File: src/lgli_pkg.sv
`default_nettype none

package lgli_pkg;

  // Sample and register widths.
  localparam int SAMPLE_W     = 16;
  localparam int RADIUS_W     = 5;
  localparam int CFG_DATA_W   = 16;
  localparam int CFG_IDX_W    = 1;

  // Largest radius the design supports, and the most results one sample may cause.
  localparam int MAX_RADIUS   = 16;
  localparam int RESULT_LIMIT = 16;
  localparam int RADIUS_CAP   = (MAX_RADIUS < RESULT_LIMIT) ? MAX_RADIUS : RESULT_LIMIT;

  // Counts of held samples and anchor distances run from 0 to RESULT_LIMIT.
  localparam int CNT_W        = $clog2(RESULT_LIMIT + 1);

  // Command queue between the front and the back; the depth must be a power of two.
  localparam int QUEUE_DEPTH  = 4;
  localparam int QPTR_W       = $clog2(QUEUE_DEPTH);

  // Configuration register indexes.
  typedef enum logic [CFG_IDX_W-1:0] {
    CFG_FILL_VALUE = 1'b0,
    CFG_GAP_RADIUS = 1'b1
  } cfg_index_t;

  // One input item.
  typedef struct packed {
    logic signed [SAMPLE_W-1:0] sample_in;
    logic                       line_end;
  } lgli_in_t;

  // One result item.
  typedef struct packed {
    logic signed [SAMPLE_W-1:0] sample_out;
    logic                       was_filled;
    logic                       line_done;
    logic                       run_last;
  } lgli_out_t;

  // Work orders for the back end.
  typedef enum logic {
    OP_EMIT   = 1'b0,
    OP_INTERP = 1'b1
  } cmd_op_t;

  // OP_EMIT releases count fill samples, then the sample itself if with_pass is set.
  // OP_INTERP fills distance-1 samples between anchor and sample, then passes sample.
  typedef struct packed {
    cmd_op_t                    op;
    logic                       with_pass;
    logic                       line_end;
    logic [CNT_W-1:0]           count;
    logic [CNT_W-1:0]           distance;
    logic signed [SAMPLE_W-1:0] sample;
    logic signed [SAMPLE_W-1:0] anchor;
    logic signed [SAMPLE_W-1:0] fill;
  } cmd_t;

endpackage

`default_nettype wire

File: src/line_gap_linear_interpolation_unit.sv
// A sample that passes straight through is written into the queue, then popped and registered at the output.
// The back end takes a new command only after its last result; a held missing sample is not queued.
// A filled gap of n samples takes one queue pop, a division, n interpolated results, then the sample.
// The back end handles one queued command at a time; a four-entry queue decouples it from input.
// Reset (rst, synchronous, active high) clears line state, queue, sequencer and output valid,
// and sets fill_value to 0 and gap_radius to 3.
`default_nettype none

module line_gap_linear_interpolation_unit (
  input  wire logic                               clk,
  input  wire logic                               rst,
  input  wire logic                               in_valid,
  output logic                                    in_ready,
  input  wire lgli_pkg::lgli_in_t                 in_data,
  output logic                                    out_valid,
  input  wire logic                               out_ready,
  output lgli_pkg::lgli_out_t                     out_data,
  input  wire logic                               cfg_valid,
  output logic                                    cfg_ready,
  input  wire lgli_pkg::cfg_index_t               cfg_index,
  input  wire logic [lgli_pkg::CFG_DATA_W-1:0]    cfg_data
);
  import lgli_pkg::*;

  logic signed [SAMPLE_W-1:0] fill_value;
  logic [RADIUS_W-1:0]        gap_radius;
  logic [CNT_W-1:0]           eff_radius;
  logic                       q_full;
  logic                       q_empty;
  logic                       push;
  logic                       pop;
  cmd_t                       push_cmd;
  cmd_t                       q_head;

  // Configuration registers; writes are always taken.
  assign cfg_ready = 1'b1;

  always_ff @(posedge clk) begin
    if (rst) begin
      fill_value <= '0;
      gap_radius <= RADIUS_W'(3);
    end else if (cfg_valid) begin
      case (cfg_index)
        CFG_FILL_VALUE: fill_value <= $signed(cfg_data[SAMPLE_W-1:0]);
        CFG_GAP_RADIUS: gap_radius <= cfg_data[RADIUS_W-1:0];
        default:        fill_value <= fill_value;
      endcase
    end
  end

  // Radius in force: at least one, at most the supported cap.
  always_comb begin
    if (gap_radius > RADIUS_W'(RADIUS_CAP)) begin
      eff_radius = CNT_W'(RADIUS_CAP);
    end else if (gap_radius == '0) begin
      eff_radius = CNT_W'(1);
    end else begin
      eff_radius = CNT_W'(gap_radius);
    end
  end

  lgli_front u_front (
    .clk        (clk),
    .rst        (rst),
    .in_valid   (in_valid),
    .in_ready   (in_ready),
    .in_data    (in_data),
    .fill_value (fill_value),
    .eff_radius (eff_radius),
    .q_full     (q_full),
    .push       (push),
    .push_cmd   (push_cmd)
  );

  lgli_queue u_queue (
    .clk      (clk),
    .rst      (rst),
    .push     (push),
    .push_cmd (push_cmd),
    .full     (q_full),
    .pop      (pop),
    .head     (q_head),
    .empty    (q_empty)
  );

  lgli_back u_back (
    .clk       (clk),
    .rst       (rst),
    .q_empty   (q_empty),
    .q_head    (q_head),
    .pop       (pop),
    .out_valid (out_valid),
    .out_ready (out_ready),
    .out_data  (out_data)
  );

  // The queue is empty after reset, so input is open right away.
  a_ready_after_reset: assert property (@(posedge clk) rst |=> in_ready)
    else $error("input not ready after reset");

  // An interpolated sample is always followed by the closing anchor.
  a_filled_not_last: assert property (@(posedge clk) disable iff (rst)
    out_valid && out_data.was_filled |-> !out_data.run_last)
    else $error("interpolated sample marked as last result");

  // End of line is flagged only on the last result of a sample.
  a_done_is_last: assert property (@(posedge clk) disable iff (rst)
    out_valid && out_data.line_done |-> out_data.run_last)
    else $error("line_done without run_last");

  // The front never pushes into a full queue.
  a_no_overflow: assert property (@(posedge clk) disable iff (rst)
    push |-> !q_full)
    else $error("command queue overflow");

endmodule

`default_nettype wire

File: src/lgli_front.sv
`default_nettype none

module lgli_front (
  input  wire logic                             clk,
  input  wire logic                             rst,
  input  wire logic                             in_valid,
  output logic                                  in_ready,
  input  wire lgli_pkg::lgli_in_t               in_data,
  input  wire logic signed [lgli_pkg::SAMPLE_W-1:0] fill_value,
  input  wire logic [lgli_pkg::CNT_W-1:0]       eff_radius,
  input  wire logic                             q_full,
  output logic                                  push,
  output lgli_pkg::cmd_t                        push_cmd
);
  import lgli_pkg::*;

  typedef enum logic [1:0] {
    MODE_NONE,
    MODE_ANCHOR,
    MODE_GAP,
    MODE_LONG
  } mode_t;

  mode_t                      mode;
  mode_t                      mode_next;
  logic signed [SAMPLE_W-1:0] anchor;
  logic signed [SAMPLE_W-1:0] anchor_next;
  logic [CNT_W-1:0]           gap;
  logic [CNT_W-1:0]           gap_next;
  logic [CNT_W-1:0]           gap_inc;
  logic                       missing;
  logic                       push_c;
  logic                       accept;

  // The front stalls only when the command queue is full.
  assign in_ready = !q_full;
  assign accept   = in_valid && !q_full;
  assign push     = accept && push_c;
  assign missing  = (in_data.sample_in == fill_value);
  assign gap_inc  = gap + CNT_W'(1);

  // Classify the sample and decide what the back end has to emit.
  always_comb begin
    mode_next   = mode;
    anchor_next = anchor;
    gap_next    = gap;
    push_c      = 1'b0;

    push_cmd.op        = OP_EMIT;
    push_cmd.with_pass = 1'b0;
    push_cmd.line_end  = in_data.line_end;
    push_cmd.count     = '0;
    push_cmd.distance  = gap_inc;
    push_cmd.sample    = in_data.sample_in;
    push_cmd.anchor    = anchor;
    push_cmd.fill      = fill_value;

    case (mode)
      MODE_NONE: begin
        push_c             = 1'b1;
        push_cmd.with_pass = 1'b1;
        if (!missing) begin
          anchor_next = in_data.sample_in;
          mode_next   = MODE_ANCHOR;
        end
      end
      MODE_ANCHOR: begin
        if (missing) begin
          if (gap_inc >= eff_radius) begin
            // A radius of one can never be bridged: release at once.
            push_c         = 1'b1;
            push_cmd.count = gap_inc;
            gap_next       = '0;
            mode_next      = MODE_LONG;
          end else begin
            gap_next  = gap_inc;
            mode_next = MODE_GAP;
          end
        end else begin
          push_c             = 1'b1;
          push_cmd.with_pass = 1'b1;
          anchor_next        = in_data.sample_in;
        end
      end
      MODE_GAP: begin
        if (missing) begin
          if (gap_inc >= eff_radius) begin
            push_c         = 1'b1;
            push_cmd.count = gap_inc;
            gap_next       = '0;
            mode_next      = MODE_LONG;
          end else begin
            gap_next = gap_inc;
          end
        end else if (gap_inc > eff_radius) begin
          // The radius shrank while the gap was held: release and pass through.
          push_c             = 1'b1;
          push_cmd.count     = gap;
          push_cmd.with_pass = 1'b1;
          gap_next           = '0;
          mode_next          = MODE_NONE;
        end else begin
          push_c      = 1'b1;
          push_cmd.op = OP_INTERP;
          anchor_next = in_data.sample_in;
          gap_next    = '0;
          mode_next   = MODE_ANCHOR;
        end
      end
      MODE_LONG: begin
        push_c             = 1'b1;
        push_cmd.with_pass = 1'b1;
        if (!missing) begin
          mode_next = MODE_NONE;
        end
      end
      default: begin
        mode_next = MODE_NONE;
      end
    endcase

    // End of line flushes any held gap and clears the line state.
    if (in_data.line_end) begin
      if (mode_next == MODE_GAP) begin
        push_c             = 1'b1;
        push_cmd.count     = gap_next;
        push_cmd.with_pass = 1'b0;
      end
      mode_next   = MODE_NONE;
      anchor_next = '0;
      gap_next    = '0;
    end
  end

  // Line state.
  always_ff @(posedge clk) begin
    if (rst) begin
      mode   <= MODE_NONE;
      anchor <= '0;
      gap    <= '0;
    end else if (accept) begin
      mode   <= mode_next;
      anchor <= anchor_next;
      gap    <= gap_next;
    end
  end

endmodule

`default_nettype wire

File: src/lgli_queue.sv
`default_nettype none

module lgli_queue (
  input  wire logic           clk,
  input  wire logic           rst,
  input  wire logic           push,
  input  wire lgli_pkg::cmd_t push_cmd,
  output logic                full,
  input  wire logic           pop,
  output lgli_pkg::cmd_t      head,
  output logic                empty
);
  import lgli_pkg::*;

  cmd_t              entries [QUEUE_DEPTH];
  logic [QPTR_W-1:0] wr_ptr;
  logic [QPTR_W-1:0] rd_ptr;
  logic [QPTR_W:0]   count;

  assign full  = (count == (QPTR_W + 1)'(QUEUE_DEPTH));
  assign empty = (count == '0);
  assign head  = entries[rd_ptr];

  // Command storage.
  always_ff @(posedge clk) begin
    if (push) begin
      entries[wr_ptr] <= push_cmd;
    end
  end

  // Pointers and fill count; pointers wrap naturally at the power-of-two depth.
  always_ff @(posedge clk) begin
    if (rst) begin
      wr_ptr <= '0;
      rd_ptr <= '0;
      count  <= '0;
    end else begin
      if (push) begin
        wr_ptr <= wr_ptr + QPTR_W'(1);
      end
      if (pop) begin
        rd_ptr <= rd_ptr + QPTR_W'(1);
      end
      case ({push, pop})
        2'b10:   count <= count + (QPTR_W + 1)'(1);
        2'b01:   count <= count - (QPTR_W + 1)'(1);
        default: count <= count;
      endcase
    end
  end

endmodule

`default_nettype wire

File: src/lgli_back.sv
`default_nettype none

module lgli_back (
  input  wire logic           clk,
  input  wire logic           rst,
  input  wire logic           q_empty,
  input  wire lgli_pkg::cmd_t q_head,
  output logic                pop,
  output logic                out_valid,
  input  wire logic           out_ready,
  output lgli_pkg::lgli_out_t out_data
);
  import lgli_pkg::*;

  localparam int DIV_CNT_W = $clog2(SAMPLE_W);

  typedef enum logic [2:0] {
    B_IDLE,
    B_DIV,
    B_FILL,
    B_INTERP,
    B_PASS
  } bstate_t;

  bstate_t                    state;
  cmd_t                       cmd;
  logic [CNT_W-1:0]           remain;

  // Divider: the quotient shifts into div_num, one bit a cycle.
  logic [SAMPLE_W-1:0]        div_num;
  logic [CNT_W-1:0]           div_rem;
  logic [DIV_CNT_W-1:0]       div_cnt;
  logic                       neg;
  logic [CNT_W:0]             trial;
  logic [CNT_W:0]             trial_sub;
  logic                       trial_ge;

  // Running quotient and remainder of |diff| * k / d.
  logic [SAMPLE_W-1:0]        acc_q;
  logic [CNT_W-1:0]           acc_r;
  logic [SAMPLE_W-1:0]        step_q_sum;
  logic [CNT_W-1:0]           step_r_sum;
  logic                       step_wrap;
  logic [SAMPLE_W-1:0]        step_q;
  logic [CNT_W-1:0]           step_r;
  logic signed [SAMPLE_W:0]   step_ofs;
  logic signed [SAMPLE_W:0]   interp_sum;

  logic signed [SAMPLE_W:0]   head_diff;
  logic signed [SAMPLE_W:0]   head_mag;
  logic                       can_emit;
  logic                       emitting;

  assign can_emit = !out_valid || out_ready;
  assign emitting = can_emit && ((state == B_FILL) || (state == B_INTERP) || (state == B_PASS));
  assign pop      = (state == B_IDLE) && !q_empty;

  // Distance between the anchors and its magnitude, for a command about to start.
  always_comb begin
    head_diff = {q_head.sample[SAMPLE_W-1], q_head.sample}
              - {q_head.anchor[SAMPLE_W-1], q_head.anchor};
    head_mag  = head_diff[SAMPLE_W] ? -head_diff : head_diff;
  end

  // One restoring division step.
  always_comb begin
    trial     = {div_rem, div_num[SAMPLE_W-1]};
    trial_sub = trial - {1'b0, cmd.distance};
    trial_ge  = (trial >= {1'b0, cmd.distance});
  end

  // Next interpolated value: add the per-step quotient and remainder, carry on wrap.
  always_comb begin
    step_q_sum = acc_q + div_num;
    step_r_sum = acc_r + div_rem;
    step_wrap  = (step_r_sum >= cmd.distance);
    step_q     = step_q_sum + SAMPLE_W'(step_wrap);
    step_r     = step_wrap ? (step_r_sum - cmd.distance) : step_r_sum;
    step_ofs   = neg ? -$signed({1'b0, step_q}) : $signed({1'b0, step_q});
    interp_sum = $signed({cmd.anchor[SAMPLE_W-1], cmd.anchor}) + step_ofs;
  end

  // Sequencer and output register.
  always_ff @(posedge clk) begin
    if (rst) begin
      state     <= B_IDLE;
      out_valid <= 1'b0;
    end else begin
      // The output register fills when a result is emitted and empties once taken.
      if (emitting) begin
        out_valid <= 1'b1;
      end else if (out_ready) begin
        out_valid <= 1'b0;
      end

      case (state)
        B_IDLE: begin
          if (!q_empty) begin
            cmd <= q_head;
            if (q_head.op == OP_INTERP) begin
              div_num <= head_mag[SAMPLE_W-1:0];
              div_rem <= '0;
              div_cnt <= '0;
              neg     <= head_diff[SAMPLE_W];
              state   <= B_DIV;
            end else if (q_head.count != '0) begin
              remain <= q_head.count;
              state  <= B_FILL;
            end else begin
              state <= B_PASS;
            end
          end
        end

        B_DIV: begin
          div_num <= {div_num[SAMPLE_W-2:0], trial_ge};
          div_rem <= trial_ge ? trial_sub[CNT_W-1:0] : trial[CNT_W-1:0];
          div_cnt <= div_cnt + DIV_CNT_W'(1);
          if (div_cnt == DIV_CNT_W'(SAMPLE_W - 1)) begin
            acc_q  <= '0;
            acc_r  <= '0;
            remain <= cmd.distance - CNT_W'(1);
            state  <= B_INTERP;
          end
        end

        B_FILL: begin
          if (can_emit) begin
            out_data.sample_out <= cmd.fill;
            out_data.was_filled <= 1'b0;
            out_data.run_last   <= (remain == CNT_W'(1)) && !cmd.with_pass;
            out_data.line_done  <= (remain == CNT_W'(1)) && !cmd.with_pass && cmd.line_end;
            remain              <= remain - CNT_W'(1);
            if (remain == CNT_W'(1)) begin
              state <= cmd.with_pass ? B_PASS : B_IDLE;
            end
          end
        end

        B_INTERP: begin
          if (can_emit) begin
            out_data.sample_out <= interp_sum[SAMPLE_W-1:0];
            out_data.was_filled <= 1'b1;
            out_data.run_last   <= 1'b0;
            out_data.line_done  <= 1'b0;
            acc_q               <= step_q;
            acc_r               <= step_r;
            remain              <= remain - CNT_W'(1);
            if (remain == CNT_W'(1)) begin
              state <= B_PASS;
            end
          end
        end

        B_PASS: begin
          if (can_emit) begin
            out_data.sample_out <= cmd.sample;
            out_data.was_filled <= 1'b0;
            out_data.run_last   <= 1'b1;
            out_data.line_done  <= cmd.line_end;
            state               <= B_IDLE;
          end
        end

        default: begin
          state <= B_IDLE;
        end
      endcase
    end
  end

endmodule

`default_nettype wire
File: config.mk
export PLATFORM = sky130hd
export DESIGN_NAME = line_gap_linear_interpolation_unit
export DESIGN_NICKNAME = d
export VERILOG_FILES = /design/src/lgli_pkg.sv /design/src/line_gap_linear_interpolation_unit.sv /design/src/lgli_front.sv /design/src/lgli_queue.sv /design/src/lgli_back.sv
export SDC_FILE = /design/constraint.sdc
export NUM_CORES = 1
export LEC_CHECK = 0
export BUFFER_PORTS_ARGS = -buffer_cell sky130_fd_sc_hd__buf_4
export CORE_UTILIZATION = 40
export CTS_CLUSTER_SIZE = 8
export DETAILED_ROUTE_END_ITERATION = 12
export PLACE_DENSITY = 0.63
export REMOVE_ABC_BUFFERS = 1
export SYNTH_ARGS = -nofsm -noshare
export SYNTH_HDL_FRONTEND = slang
export SYNTH_HIERARCHICAL = 1
export SYNTH_SLANG_ARGS = --single-unit
File: constraint.sdc
create_clock -name clk -period 24.9 [get_ports clk]
set_input_delay 7.47 -clock clk [delete_from_list [all_inputs] [get_ports clk]]
set_output_delay 7.47 -clock clk [all_outputs]
set_load 0.01 [all_outputs]
==> results.md <==
* Starting Density at 0.405
* Sequential element share of the synthesized area at 0.588
* I/O pin cnt at 61
* Worst Setup EP: u_queue/entries[2][30]
* Post-synthesis xor/xnor area fraction at 0.0389
* Post-placement cell count at 2,215
* Syn Area/Cell at 13.4 sq um
* Synth Warn # at 6
* Largest family of logic cells by synthesized area: compound AO/OA/AOI/OAI gates
* Total Routing Usage GR at 0.164
* Core ar. at 0.0514 sq mm
* CP max FO at 61
* Worst Reg-to-Reg Cells at 28
* Nets at 1,723
* DRC at 0
* Leakage power at 8.19 nW
* Layout area overhead at 12.2%
* Worst R2R Start: u_back/div_rem[0]
* TNS Setup at 0 ns
* Status: completed
* Most frequent CP cell: buf_4
* Share of async-settable or async-resettable flops after synthesis at 0
* Worst-margin pin slew at 1.03 ns
* Critical Path Source Type: input port
* Reg2Reg Setup Slack at 17.37 ns
* Die width at 230 um
* I/O Buffers at 59
* Vias in the first global route at 12,400
* Layout fillers at 4,574
* Global route total overflow at 0
* Final Core Density at 0.455
* Overall die height at 230 um
* CTS Sinks at 427
* Final GP Congestion at 0.850
* Antenna-violating nets left at 0
* DP Area at 0.0216 sq mm
* Fmax at 89.9 MHz
* Tot Pwr at 3.14 mW
* Vias at 12,400
* Synth Area in Compound Gates at 0.0997
* Largest net degree at the start of global routing at 76
* CTS Buf Count at 59
* Via/cell ratio at 5.33
* CTS root buf: clkbuf_16
* Critical Path End Type: flop
* Layout Skew at 0.0282 ns
* Yosys reg bits at 427
* Total iterations of the first detailed-routing run at 5
* RSZ-0062 raised after global routing: no
* R2r endpoint: u_back/out_data[18]
* Hold_buf cts at 0
* Pwr per Cell Area at 135 mW/mm^2
* Post-CTS Setup Bufs at 0
* H-tree depth at 2
* Final period utilization at 0.447
* First-pass GRT wire length at 68,500 um
* CP Cell Sequence: buf_4, xnor2_1, nand4_1, or4_1, a221o_1, a221oi_2, o21bai_2, a31oi_1, and2_2, buf_4
* Post-synthesis cell area at 0.0208 sq mm
* Cells after Synth at 1,555
* Slowest CP cell: or4_1
* Rel. slew slack at 0.314
* Finished Layout Cells at 2,327
* Min cycle time layout at 11.12 ns
* Number of enable flip-flop cells after synthesis at 370
* WL/cell at 18.5 um
* 1st-iter DRT viols at 820
* Fin area at 0.0234 sq mm
* Adder-Cell Fraction of Synth Area at 0.0557
* Share of cells above drive strength 1 at 0.147
* Post-Synth Simple-Gate Area at 0.0979
* Mux cell area share after synthesis at 0.0734
* Ant. Diodes at 0
* Final WL at 43,000 um
* CP max stage delay at 0.77 ns
* Slew Viols, Final at 0
* Die area at 0.0530 sq mm
* Initial antenna violation count at 0
* Hold crit path type: flop to flop
* Critical Path RT at 25.10 ns
* Worst vdd ir at 0.0658 mV
* CTS tree: done
* Clk slew on worst S/H paths at 0.05 ns
* Max-cap viol count at 0
* Fin. Hold Viols at 0
* Setup crit start: in_data[10]
* Final setup fails at 0
* Prevailing post-synth register cell: edfxtp_1
* # resized after CTS at 0
* Distinct cell type count after synthesis at 92
* Critical Path AT at 11.33 ns
* Cell row count at 83
* Critical path class: input port to flop
* Post-DP HPWL at 29,300 um
* Clock latency on the worst-skew pair at 0.59 ns
* Clk buf depth at 3
-- worst min-delay path by stage --
stage             startpoint             to  depth (start not counted)
2_1_floorplan  gap_radius[0]  gap_radius[0]                          1
3_3_place_gp   gap_radius[0]  gap_radius[0]                          1
3_5_place_dp   gap_radius[0]  gap_radius[0]                          1
4_1_cts        gap_radius[0]  gap_radius[0]                          1
5_1_grt        gap_radius[0]  gap_radius[0]                          1
6_report       gap_radius[0]  gap_radius[0]                          1
-- worst max-delay path: cells and delay by family --
family,cells,cell delay (ns)
xor+xnor,1,0.16
simple gates,3,1.26
compound gates,4,1.51
buf+inv,2,0.84
-- metrics by stage --
step	hold WS [ns]	setup WS [ns]
finish	0.475	13.78
global route	0.518	13.50
CTS	0.474	13.80
detailed placement	0.459	13.18
global placement	0.453	13.24
floorplan	0.435	10.71
-- metal layers --
layer	GRT usage	share of wire
met3	0.0263	0.053
met5	0	0
met4	0.0414	0.017
met1	0.225	0.46
met2	0.270	0.47
-- registers in the layout (all words and copies together) (netlist names), 5 cells and up, named ones only --
signal / flops
u_queue/entries: 244
u_back/cmd: 55
u_back/out_data: 19
fill_value: 16
u_back/acc_q: 16
u_back/div_num: 16
u_front/anchor: 16
gap_radius: 5
u_back/acc_r: 5
u_back/div_rem: 5
u_back/remain: 5
u_front/gap: 5
-- synthesized netlist by cell type, types with 12 or more instances --
master    instances  area share
nand2b_1         30      0.0090
dfxtp_1          57       0.055
clkbuf_1         34      0.0061
and2_1           21      0.0063
o21a_1           16      0.0058
nor2_1          139       0.025
o21ai_1          14      0.0034
o21ai_0          43       0.010
mux2i_1          14      0.0067
ha_1             80       0.048
mux4_2           60       0.065
and3_1           13      0.0039
nor2b_1          20      0.0060
a21oi_1          70       0.017
a21o_1           16      0.0058
nand2_1          50      0.0090
nand3_1          21      0.0050
a211oi_1         12      0.0043
a22oi_1          35       0.013
edfxtp_1        370        0.53
xor2_1           22      0.0092
inv_1            81       0.015
xnor2_1          66       0.028
buf_4            37       0.013
nor3_1           34      0.0082
-- logic make-up after synthesis --
group	after synthesis
multiplexers	76
flip-flops	427
adder cells (fa/ha/maj)	88
AND/OR/NAND/NOR	393
buffers and inverters	176
other	1
XOR/XNOR	90
AO/OA/AOI/OAI	304
-- power by group --
| group | leakage (nW) | switching [mW] | internal, mW |
|---|---|---|---|
| clock | 0.819 | 0.288 | 0.446 |
| combinational | 3.50 | 0.796 | 0.589 |
| sequential | 3.87 | 0.0709 | 0.954 |
-- area by class of cell --
class                      instances  area, sq um  area share
sequential                       427        12300       0.524
tap                              680          851      0.0364
timing repair buffer              74          556      0.0238
multi-input combinational        952         7660       0.328
clock buffer                     108         1660      0.0710
clock inverter                     4         81.3     0.00348
inverter                          82          308      0.0132
-- placed cells by master, fill, tap and decap left out, drive strengths merged, types with 30 or more instances in the layout --
master	count
nor3	34
a22oi	35
mux4	61
edfxtp	370
ha	80
a21oi	70
nand2	51
clkbuf	108
nor2	139
buf	74
inv	82
nand2b	30
dfxtp	57
xnor2	67
o21ai	68
No activity file was read; power rests on OpenSTA's default activity.
